--- src/bitmap_text_framebuffer_renderer_defines.svh ---
// Assertion shorthands for files that check their own logic.
`ifndef BITMAP_TEXT_FRAMEBUFFER_RENDERER_DEFINES_SVH
`define BITMAP_TEXT_FRAMEBUFFER_RENDERER_DEFINES_SVH

// The consequent must hold in the same cycle as the antecedent.
`define BTFR_ASSERT_IMP(label, ante, cons, msg) \
    label: assert property (@(posedge i_clk) disable iff (!i_rst_n) (ante) |-> (cons)) \
        else $error(msg);

// The consequent must hold in the cycle after the antecedent.
`define BTFR_ASSERT_NEXT(label, ante, cons, msg) \
    label: assert property (@(posedge i_clk) disable iff (!i_rst_n) (ante) |=> (cons)) \
        else $error(msg);

`endif

--- src/btfr_pkg.sv ---
package btfr_pkg;

    localparam logic [2:0] OP_CLEAR  = 3'd0;
    localparam logic [2:0] OP_CURSOR = 3'd1;
    localparam logic [2:0] OP_CHAR   = 3'd2;
    localparam logic [2:0] OP_FILL   = 3'd3;
    localparam logic [2:0] OP_READ   = 3'd4;

    localparam int GLYPH_COLS  = 5;
    localparam int GLYPH_ROWS  = 8;
    localparam int CURSOR_STEP = 6;

    // One entry per code from 32 to 63, leftmost glyph column in the top byte.
    localparam logic [39:0] GLYPH_ROM [32] = '{
        40'h00_00_00_00_00, 40'h00_00_5F_00_00, 40'h00_07_00_07_00, 40'h14_7F_14_7F_14,
        40'h24_2A_7F_2A_12, 40'h62_64_08_13_23, 40'h36_49_56_20_50, 40'h00_08_07_00_00,
        40'h00_20_40_00_00, 40'h00_00_40_20_00, 40'h00_0A_7F_28_00, 40'h08_08_3E_08_08,
        40'h00_00_00_00_80, 40'h08_08_08_08_08, 40'h00_00_00_00_00, 40'h00_00_00_00_00,
        40'h3E_51_49_45_3E, 40'h00_42_7F_40_00, 40'h42_61_51_49_46, 40'h21_41_45_4B_31,
        40'h18_14_12_7F_10, 40'h27_45_45_45_39, 40'h3C_4A_49_49_30, 40'h01_71_09_05_03,
        40'h36_49_49_49_36, 40'h06_49_49_29_1E, 40'h00_36_36_00_00, 40'h00_00_36_36_00,
        40'h00_00_00_00_00, 40'h14_14_14_14_14, 40'h00_00_00_00_00, 40'h00_00_00_00_00
    };

    typedef struct packed {
        logic [2:0] operation;
        logic [7:0] x_pos;
        logic [7:0] y_pos;
        logic [7:0] rect_width;
        logic [7:0] rect_height;
        logic       fill_color;
        logic [7:0] char_code;
        logic [9:0] byte_address;
    } t_req;

    typedef struct packed {
        logic accept;
        logic sweep_start;
        logic sweep_step;
        logic cursor_load;
        logic glyph_start;
        logic mask_start;
        logic mask_step;
        logic fill_start;
        logic col_start;
        logic page_read;
        logic page_write;
        logic page_next;
        logic col_next;
        logic cursor_advance;
        logic read_issue;
        logic result_load;
    } t_cmd;

    typedef struct packed {
        logic [2:0] op;
        logic       sweep_last;
        logic       mask_last;
        logic       byte_nz;
        logic       page_last;
        logic       col_on;
        logic       col_last;
        logic       sx_last;
        logic       fill_empty;
        logic       out_free;
    } t_sts;

    function automatic logic [7:0] glyph_column(input logic [7:0] code, input logic [2:0] col);
        logic [39:0] bits;
        logic [7:0]  res;
        bits = (code[7:5] == 3'b001) ? GLYPH_ROM[code[4:0]] : 40'h0;
        case (col)
            3'd0:    res = bits[39:32];
            3'd1:    res = bits[31:24];
            3'd2:    res = bits[23:16];
            3'd3:    res = bits[15:8];
            3'd4:    res = bits[7:0];
            default: res = 8'h00;
        endcase
        return res;
    endfunction

endpackage

--- src/btfr_ctrl.sv ---
module btfr_ctrl
    import btfr_pkg::*;
(
    input  logic i_clk,
    input  logic i_rst_n,
    input  logic i_in_valid,
    output logic o_in_ready,
    output t_cmd o_cmd,
    input  t_sts i_sts
);

    localparam logic [3:0] S_INIT  = 4'd0;
    localparam logic [3:0] S_IDLE  = 4'd1;
    localparam logic [3:0] S_DISP  = 4'd2;
    localparam logic [3:0] S_CLR   = 4'd3;
    localparam logic [3:0] S_GMASK = 4'd4;
    localparam logic [3:0] S_FCHK  = 4'd5;
    localparam logic [3:0] S_COL   = 4'd6;
    localparam logic [3:0] S_PAGE  = 4'd7;
    localparam logic [3:0] S_WR    = 4'd8;
    localparam logic [3:0] S_CNEXT = 4'd9;
    localparam logic [3:0] S_DONE  = 4'd10;

    logic [3:0] r_state;
    logic [3:0] n_state;

    always_ff @(posedge i_clk) begin
        if (!i_rst_n) begin
            r_state <= S_INIT;
        end else begin
            r_state <= n_state;
        end
    end

    assign o_in_ready = (r_state == S_IDLE);

    always_comb begin
        n_state = r_state;
        o_cmd   = '0;
        unique case (r_state)
            S_INIT: begin
                o_cmd.sweep_step = 1'b1;
                if (i_sts.sweep_last) n_state = S_IDLE;
            end
            S_IDLE: begin
                if (i_in_valid) begin
                    o_cmd.accept = 1'b1;
                    n_state      = S_DISP;
                end
            end
            S_DISP: begin
                unique case (i_sts.op)
                    OP_CLEAR: begin
                        o_cmd.sweep_start = 1'b1;
                        n_state           = S_CLR;
                    end
                    OP_CURSOR: begin
                        o_cmd.cursor_load = 1'b1;
                        n_state           = S_DONE;
                    end
                    OP_CHAR: begin
                        o_cmd.glyph_start = 1'b1;
                        o_cmd.mask_start  = 1'b1;
                        n_state           = S_GMASK;
                    end
                    OP_FILL: begin
                        o_cmd.fill_start = 1'b1;
                        n_state          = S_FCHK;
                    end
                    OP_READ: begin
                        o_cmd.read_issue = 1'b1;
                        n_state          = S_DONE;
                    end
                    default: n_state = S_DONE;
                endcase
            end
            S_CLR: begin
                o_cmd.sweep_step = 1'b1;
                if (i_sts.sweep_last) n_state = S_DONE;
            end
            S_GMASK: begin
                o_cmd.mask_step = 1'b1;
                if (i_sts.mask_last) n_state = S_COL;
            end
            S_FCHK: begin
                n_state = i_sts.fill_empty ? S_DONE : S_COL;
            end
            S_COL: begin
                if (i_sts.col_on) begin
                    o_cmd.col_start = 1'b1;
                    n_state         = S_PAGE;
                end else begin
                    n_state = S_CNEXT;
                end
            end
            S_PAGE: begin
                if (i_sts.byte_nz) begin
                    o_cmd.page_read = 1'b1;
                    n_state         = S_WR;
                end else if (i_sts.page_last) begin
                    n_state = S_CNEXT;
                end else begin
                    o_cmd.page_next = 1'b1;
                end
            end
            S_WR: begin
                o_cmd.page_write = 1'b1;
                if (i_sts.page_last) begin
                    n_state = S_CNEXT;
                end else begin
                    o_cmd.page_next = 1'b1;
                    n_state         = S_PAGE;
                end
            end
            S_CNEXT: begin
                if (i_sts.col_last) begin
                    o_cmd.cursor_advance = (i_sts.op == OP_CHAR);
                    n_state              = S_DONE;
                end else begin
                    o_cmd.col_next = 1'b1;
                    if (i_sts.op == OP_CHAR && i_sts.sx_last) begin
                        o_cmd.mask_start = 1'b1;
                        n_state          = S_GMASK;
                    end else begin
                        n_state = S_COL;
                    end
                end
            end
            S_DONE: begin
                if (i_sts.out_free) begin
                    o_cmd.result_load = 1'b1;
                    n_state           = S_IDLE;
                end
            end
            default: n_state = S_IDLE;
        endcase
    end

endmodule

--- config.mk ---
export PLATFORM = sky130hd
export DESIGN_NAME = btfr_ctrl
export DESIGN_NICKNAME = d
export VERILOG_FILES = /design/src/bitmap_text_framebuffer_renderer_defines.svh /design/src/btfr_pkg.sv /design/src/btfr_ctrl.sv
export SDC_FILE = /design/constraint.sdc
export NUM_CORES = 1
export LEC_CHECK = 0
export BUFFER_PORTS_ARGS = -buffer_cell sky130_fd_sc_hd__buf_2
export CORE_MARGIN = 2
export CORE_UTILIZATION = 43
export DETAILED_ROUTE_END_ITERATION = 10
export GPL_TIMING_DRIVEN = 0
export PLACE_DENSITY = 0.77
export SYNTH_ARGS = -nofsm -noshare
export SYNTH_HDL_FRONTEND = slang
export SYNTH_SLANG_ARGS = --single-unit
--- constraint.sdc ---
create_clock -name i_clk -period 2.25 [get_ports i_clk]
set_clock_uncertainty 0.15 [all_clocks]
set_input_delay 0 -clock i_clk [delete_from_list [all_inputs] [get_ports i_clk]]
set_output_delay 0 -clock i_clk [all_outputs]
set_load 0.05 [all_outputs]
==> out/metrics.yaml, run 1 <==
area_growth_pct: 39.6
synth_top_family_by_area: "simple AND/OR/NAND/NOR gates"
synth_warnings: 0
fp-row-count: 13
drt-initial-drc-count: 52
cp.required_ns: 2.10
biggestRegsByFlops: "r_state x4"
fin_nets: 139
period_share_pct: 91.6
initial_utilization_pct: 46.1
gp_congestion: 0.905
muxShareOfSynthArea_pct: 4.95
die_area_um2: 1730
core_area_um2: 1320
pwr_density_cell_nw_per_um2: 647
synth-adder-area-share_pct: 0
num-fill-cells: 131
hold_class: "input port to flop"
cts_tree: "built"
critical_path_arrival_ns: 1.91
finalPower_uw: 548
ant_nets: 0
multi_input_area_um2: 512
vias_per_cell: 5.69
wire_per_inst_um: 12.5
dp_hpwl_um: 1350
antennaDiodeCount: 0
setup_viol: 0
fp.dieW_um: 41.6
ir_drop_uv: 378
fin_area_um2: 847
clk_pin_slew_ns: 0.04
synthesis.area_um2: 607
ys_seq_elements: 4
synth_fp_nets: 103
maxCapViolations: 0
drive_gt1_share_pct: 37.7
seqCellArea_um2: 80.1
synth-simple-area-share_pct: 43.7
synth_xor_area_share_pct: 2.89
largest_register_ff_count: 4
vias: 779
synth_compound_area_share_pct: 26.4
leakage_nw: 0.442
grt_usage_pct: 20.5
drc_errors: 0
top_register: "r_state"
cts_max_path_buffers: 2
crit_type: "flop to primary output"
final_common_cell: "buf_2"
grt_pass1_wl_um: 2870
place_area_um2: 808
hold_violations: 0
cts_made_buffers: 3
grt_pass1_vias: 680
rsz0062_at_grt: "no"
antenna_found_initial: 0
slew_headroom_pct: 71.1
post-route-util_pct: 64.3
clock_sinks: 4
cp_max_fo: 10
grt_max_degree: 11
status: "finished, final reports clean"
die-height_um: 41.6
fin_ws_ns: 0.188
ys_seq_area_share_pct: 13.2
tns_ns: 0
synth_cell_types: 34
totalWireLength_um: 1720
slew_violations: 0
h-tree-depth: 1
final_cell_mix: "34 x buf_2, 11 x nor2_1"
cp-end-kind: "primary output"
syn_area_per_cell_um2: 6.90
cp-start-kind: "flop"
portBuffers: 30
cts-root-buf: "clkbuf_4"
fmax_mhz: 485
clock_latency_ns: 0.23
firstDrtPassIters: 4
gr-total-overflow: 0
worst_pin_slew_ns: 0.432
fin_crit_ns: 2.06
postSynthCellCount: 88
ios: 32
dp_slack_ns: 0.253
layer usage:
metal / track usage, % / routed length [um] / up-vias
met4: 5.81 / 0 / 0
li1: - / - / 397
met3: 1.74 / 119 / 0
met5: 0 / 0 / -
met1: 25.3 / 717 / 348
met2: 37.5 / 881 / 34
synth_stat cells, drive strengths merged:
master	number	share of area, %
xor2	2	2.9
dfxtp	4	13
and2	5	5.2
o2111ai	1	1.4
buf	5	5.2
o41ai	1	1.4
nor2	11	6.8
and3	4	4.1
nand2b	5	5.2
nor3b	7	8.7
nand2	1	0.62
a21oi	3	2.5
o21ai	5	4.1
clkbuf	1	0.62
mux2i	3	4.9
a211oi	1	1.2
nor4	2	2.1
o311ai	1	1.4
inv	5	3.1
a41o	1	1.6
o31a	1	1.4
nor2b	1	1.0
o2111a	1	2.1
a22oi	1	1.2
nor4b	2	2.9
o211a	1	1.6
o211ai	3	3.7
a21boi	1	1.2
or4	1	1.2
nand3	1	0.82
nor3	5	4.1
o21a	1	1.2
nand4	1	1.0
what timing repair did:
| action | 4_1_cts | 5_1_grt |
|---|---|---|
| setup endpoints to repair | 1 | 0 |
| setup buffers | 0 | 0 |
| hold buffers | 1 | 0 |
| gates resized for setup | 1 | 0 |
| endpoints found under the hold margin | 4 | 0 |
power by group:
part | total, mW | internal, mW | switching (mW)
registers | 0.0900 | 0.0821 | 0.00798
clock network | 0.0848 | 0.0594 | 0.0254
logic | 0.373 | 0.132 | 0.241
stage by stage:
step / std cells / hold slack (ns)
after floorplan: 88 / -0.0489
after global placement: 133 / 0.104
after detailed placement: 133 / 0.113
after CTS: 137 / 0.00950
after global routing: 137 / 0.0463
final: 137 / 0.0176
worst max-delay path, stage by stage (launching register included):
cell and delay, ns:
dfxtp_1 0.34, buf_2 0.20, nor3b_1 0.32, nor3b_2 0.30
a21oi_1 0.10, nor3_1 0.14, buf_2 0.29
cell families (layout without fill, tap and decap cells):
group / Yosys count / in the layout
mux: 3 / 3
flops: 4 / 4
simple gates: 46 / 46
xor+xnor: 2 / 2
buf+inv: 11 / 45
compound gates: 22 / 22
cell type report:
type	count	share of cell area [%]
Buffer	6	4.14
Clock buffer	3	2.66
Timing Repair Buffer	31	18.9
Sequential cell	4	9.45
Multi-Input combinational cell	73	60.4
Inverter	5	2.22
Tap cell	15	2.22
worst paths after layout:
path	from	to	slack [ns]	cells after the start
setup reg to reg	r_state[2]	r_state[2]	0.38	6
setup / recovery	r_state[2]	o_cmd[10]	0.19	6
hold reg to reg	r_state[1]	r_state[1]	0.65	3
hold / removal	i_sts[0]	r_state[3]	0.02	3
(Power assumes the default switching activity.)
==> run 2, diff against run 1 <==
--- a/config.mk
+++ b/config.mk
@@ -11,6 +11,7 @@
 export DETAILED_ROUTE_END_ITERATION = 10
 export GPL_TIMING_DRIVEN = 0
 export PLACE_DENSITY = 0.77
+export REMOVE_ABC_BUFFERS = 1
 export SYNTH_ARGS = -nofsm -noshare
 export SYNTH_HDL_FRONTEND = slang
 export SYNTH_SLANG_ARGS = --single-unit
==> out/metrics.yaml, run 2 (same netlist as run 1, synthesis figures left out) <==
status: "finished, final reports clean"
largest_register_ff_count: 4
cp_max_fo: 15
cpMaxStageDelayCell: "dfxtp_1"
grt_usage_pct: 19.2
area_growth_pct: 30.3
ant_nets: 0
firstDrtPassIters: 4
setup_viol: 0
h-tree-depth: 1
portBuffers: 31
fp.dieW_um: 41.6
grt_pass1_vias: 638
r2r_slack_ns: 0.22
antenna_found_initial: 0
cts_max_path_buffers: 2
netSwitchingPower_uw: 261
crit_chain: "nor4b_2 -> nand2b_1 -> nor3b_1 -> buf_2"
clk_pin_slew_ns: 0.04
cp-end-kind: "primary output"
p_seq_share_pct: 25.0
num-fill-cells: 135
vias: 750
wire_per_inst_um: 13.0
core_area_um2: 1320
fin_area_um2: 791
fin_nets: 134
maxCapViolations: 0
initial_utilization_pct: 46.1
fp-row-count: 13
place_area_um2: 746
gr-total-overflow: 0
final_common_cell: "buf_2"
internal_power_uw: 252
holdPathStages: 3
hold_violations: 0
final_cell_mix: "31 x buf_2, 11 x nor2_1, 6 x nor3b_1"
vias_per_cell: 5.68
crit_buf_inv: 1
cts_tree: "built"
dp_hpwl_um: 1280
hold_class: "input port to flop"
slew_violations: 0
cts_made_buffers: 3
drc_errors: 0
instances_no_fill: 132
ios: 32
tns_ns: 0
pwr_density_cell_nw_per_um2: 648
cts_setup_buffers: 0
ir_drop_uv: 420
die-height_um: 41.6
drt-initial-drc-count: 17
leakage_nw: 0.411
pwr-share-clk_pct: 16.7
fin_crit_ns: 2.11
reg2reg_depth: 5
finalPower_uw: 512
hold_ws_ns: 0.0170
cp.required_ns: 2.10
grt_max_degree: 18
slowest_delay_ns: 0.62
totalWireLength_um: 1710
dp_slack_ns: 0.183
drive_gt1_share_pct: 32.5
cts-root-buf: "clkbuf_4"
min-delay-start: "i_sts[0]"
fin_ws_ns: 0.136
grt_pass1_wl_um: 2660
die_area_um2: 1730
biggestRegsByFlops: "r_state x4"
crit_type: "flop to primary output"
period_share_pct: 93.9
top_register: "r_state"
post-route-util_pct: 60.0
dp_cells: 128
fmax_mhz: 473
power_frac_comb_pct: 58.4
min_to: "r_state[3]"
clock_sinks: 4
slew_headroom_pct: 62.6
switching_share_pct: 50.9
critical_path_arrival_ns: 1.96
r2r_start: "r_state[0]"
worst_pin_slew_ns: 0.561
r2r_end: "r_state[2]"
critPathTopFamily: "simple AND/OR/NAND/NOR gates"
clock_latency_ns: 0.23
gp_congestion: 0.756
antennaDiodeCount: 0
cp-start-kind: "flop"
-- run 2: what timing repair did --
item                       CTS  global route
setup endpoints to repair    2             1
hold endpoints to repair     4             0
hold buffers                 1             0
gates resized for setup      2             1
-- run 2: worst max path at each step --
stage | slack, ns | cells past startpoint | startpoint | to
detailed placement | 0.18 | 5 | r_state[3] | o_cmd[10]
CTS | 0.1 | 5 | r_state[3] | o_cmd[10]
finish | 0.14 | 4 | r_state[1] | o_cmd[1]
floorplan | -1.28 | 4 | r_state[3] | o_cmd[10]
global placement | 0.21 | 5 | r_state[3] | o_cmd[10]
global route | -0.03 | 5 | r_state[3] | o_cmd[10]
-- run 2: cell type report --
class / count / area (um2) / area share, %
Multi-Input combinational cell: 73 / 484 / 61.2
Timing Repair Buffer: 32 / 165 / 20.9
Sequential cell: 4 / 81.3 / 10.3
Clock buffer: 3 / 22.5 / 2.85
Inverter: 5 / 18.8 / 2.37
Tap cell: 15 / 18.8 / 2.37
-- run 2: metal layers --
layer / share of wire [%] / global-route usage, %
met1: 47 / 26.3
met2: 51 / 30.0
met3: 2.3 / 3.04
met4: 0 / 7.74
met5: 0 / 0
-- run 2: power groups by stage --
stage,Combinational (mW),Sequential [mW],Clock [mW]
floorplan,0.230,0.113,0
global placement,0.289,0.126,0
detailed placement,0.291,0.128,0
CTS,0.296,0.128,0.0926
global route,0.322,0.130,0.0971
finish,0.299,0.128,0.0853
-- run 2: worst register-to-register path, delay by kind of cell, from the launching register on --
| kind | cells | cell delay (ns) |
|---|---|---|
| compound gates | 3 | 0.51 |
| xor+xnor | 1 | 0.18 |
| flops | 1 | 0.66 |
| simple gates | 1 | 0.42 |
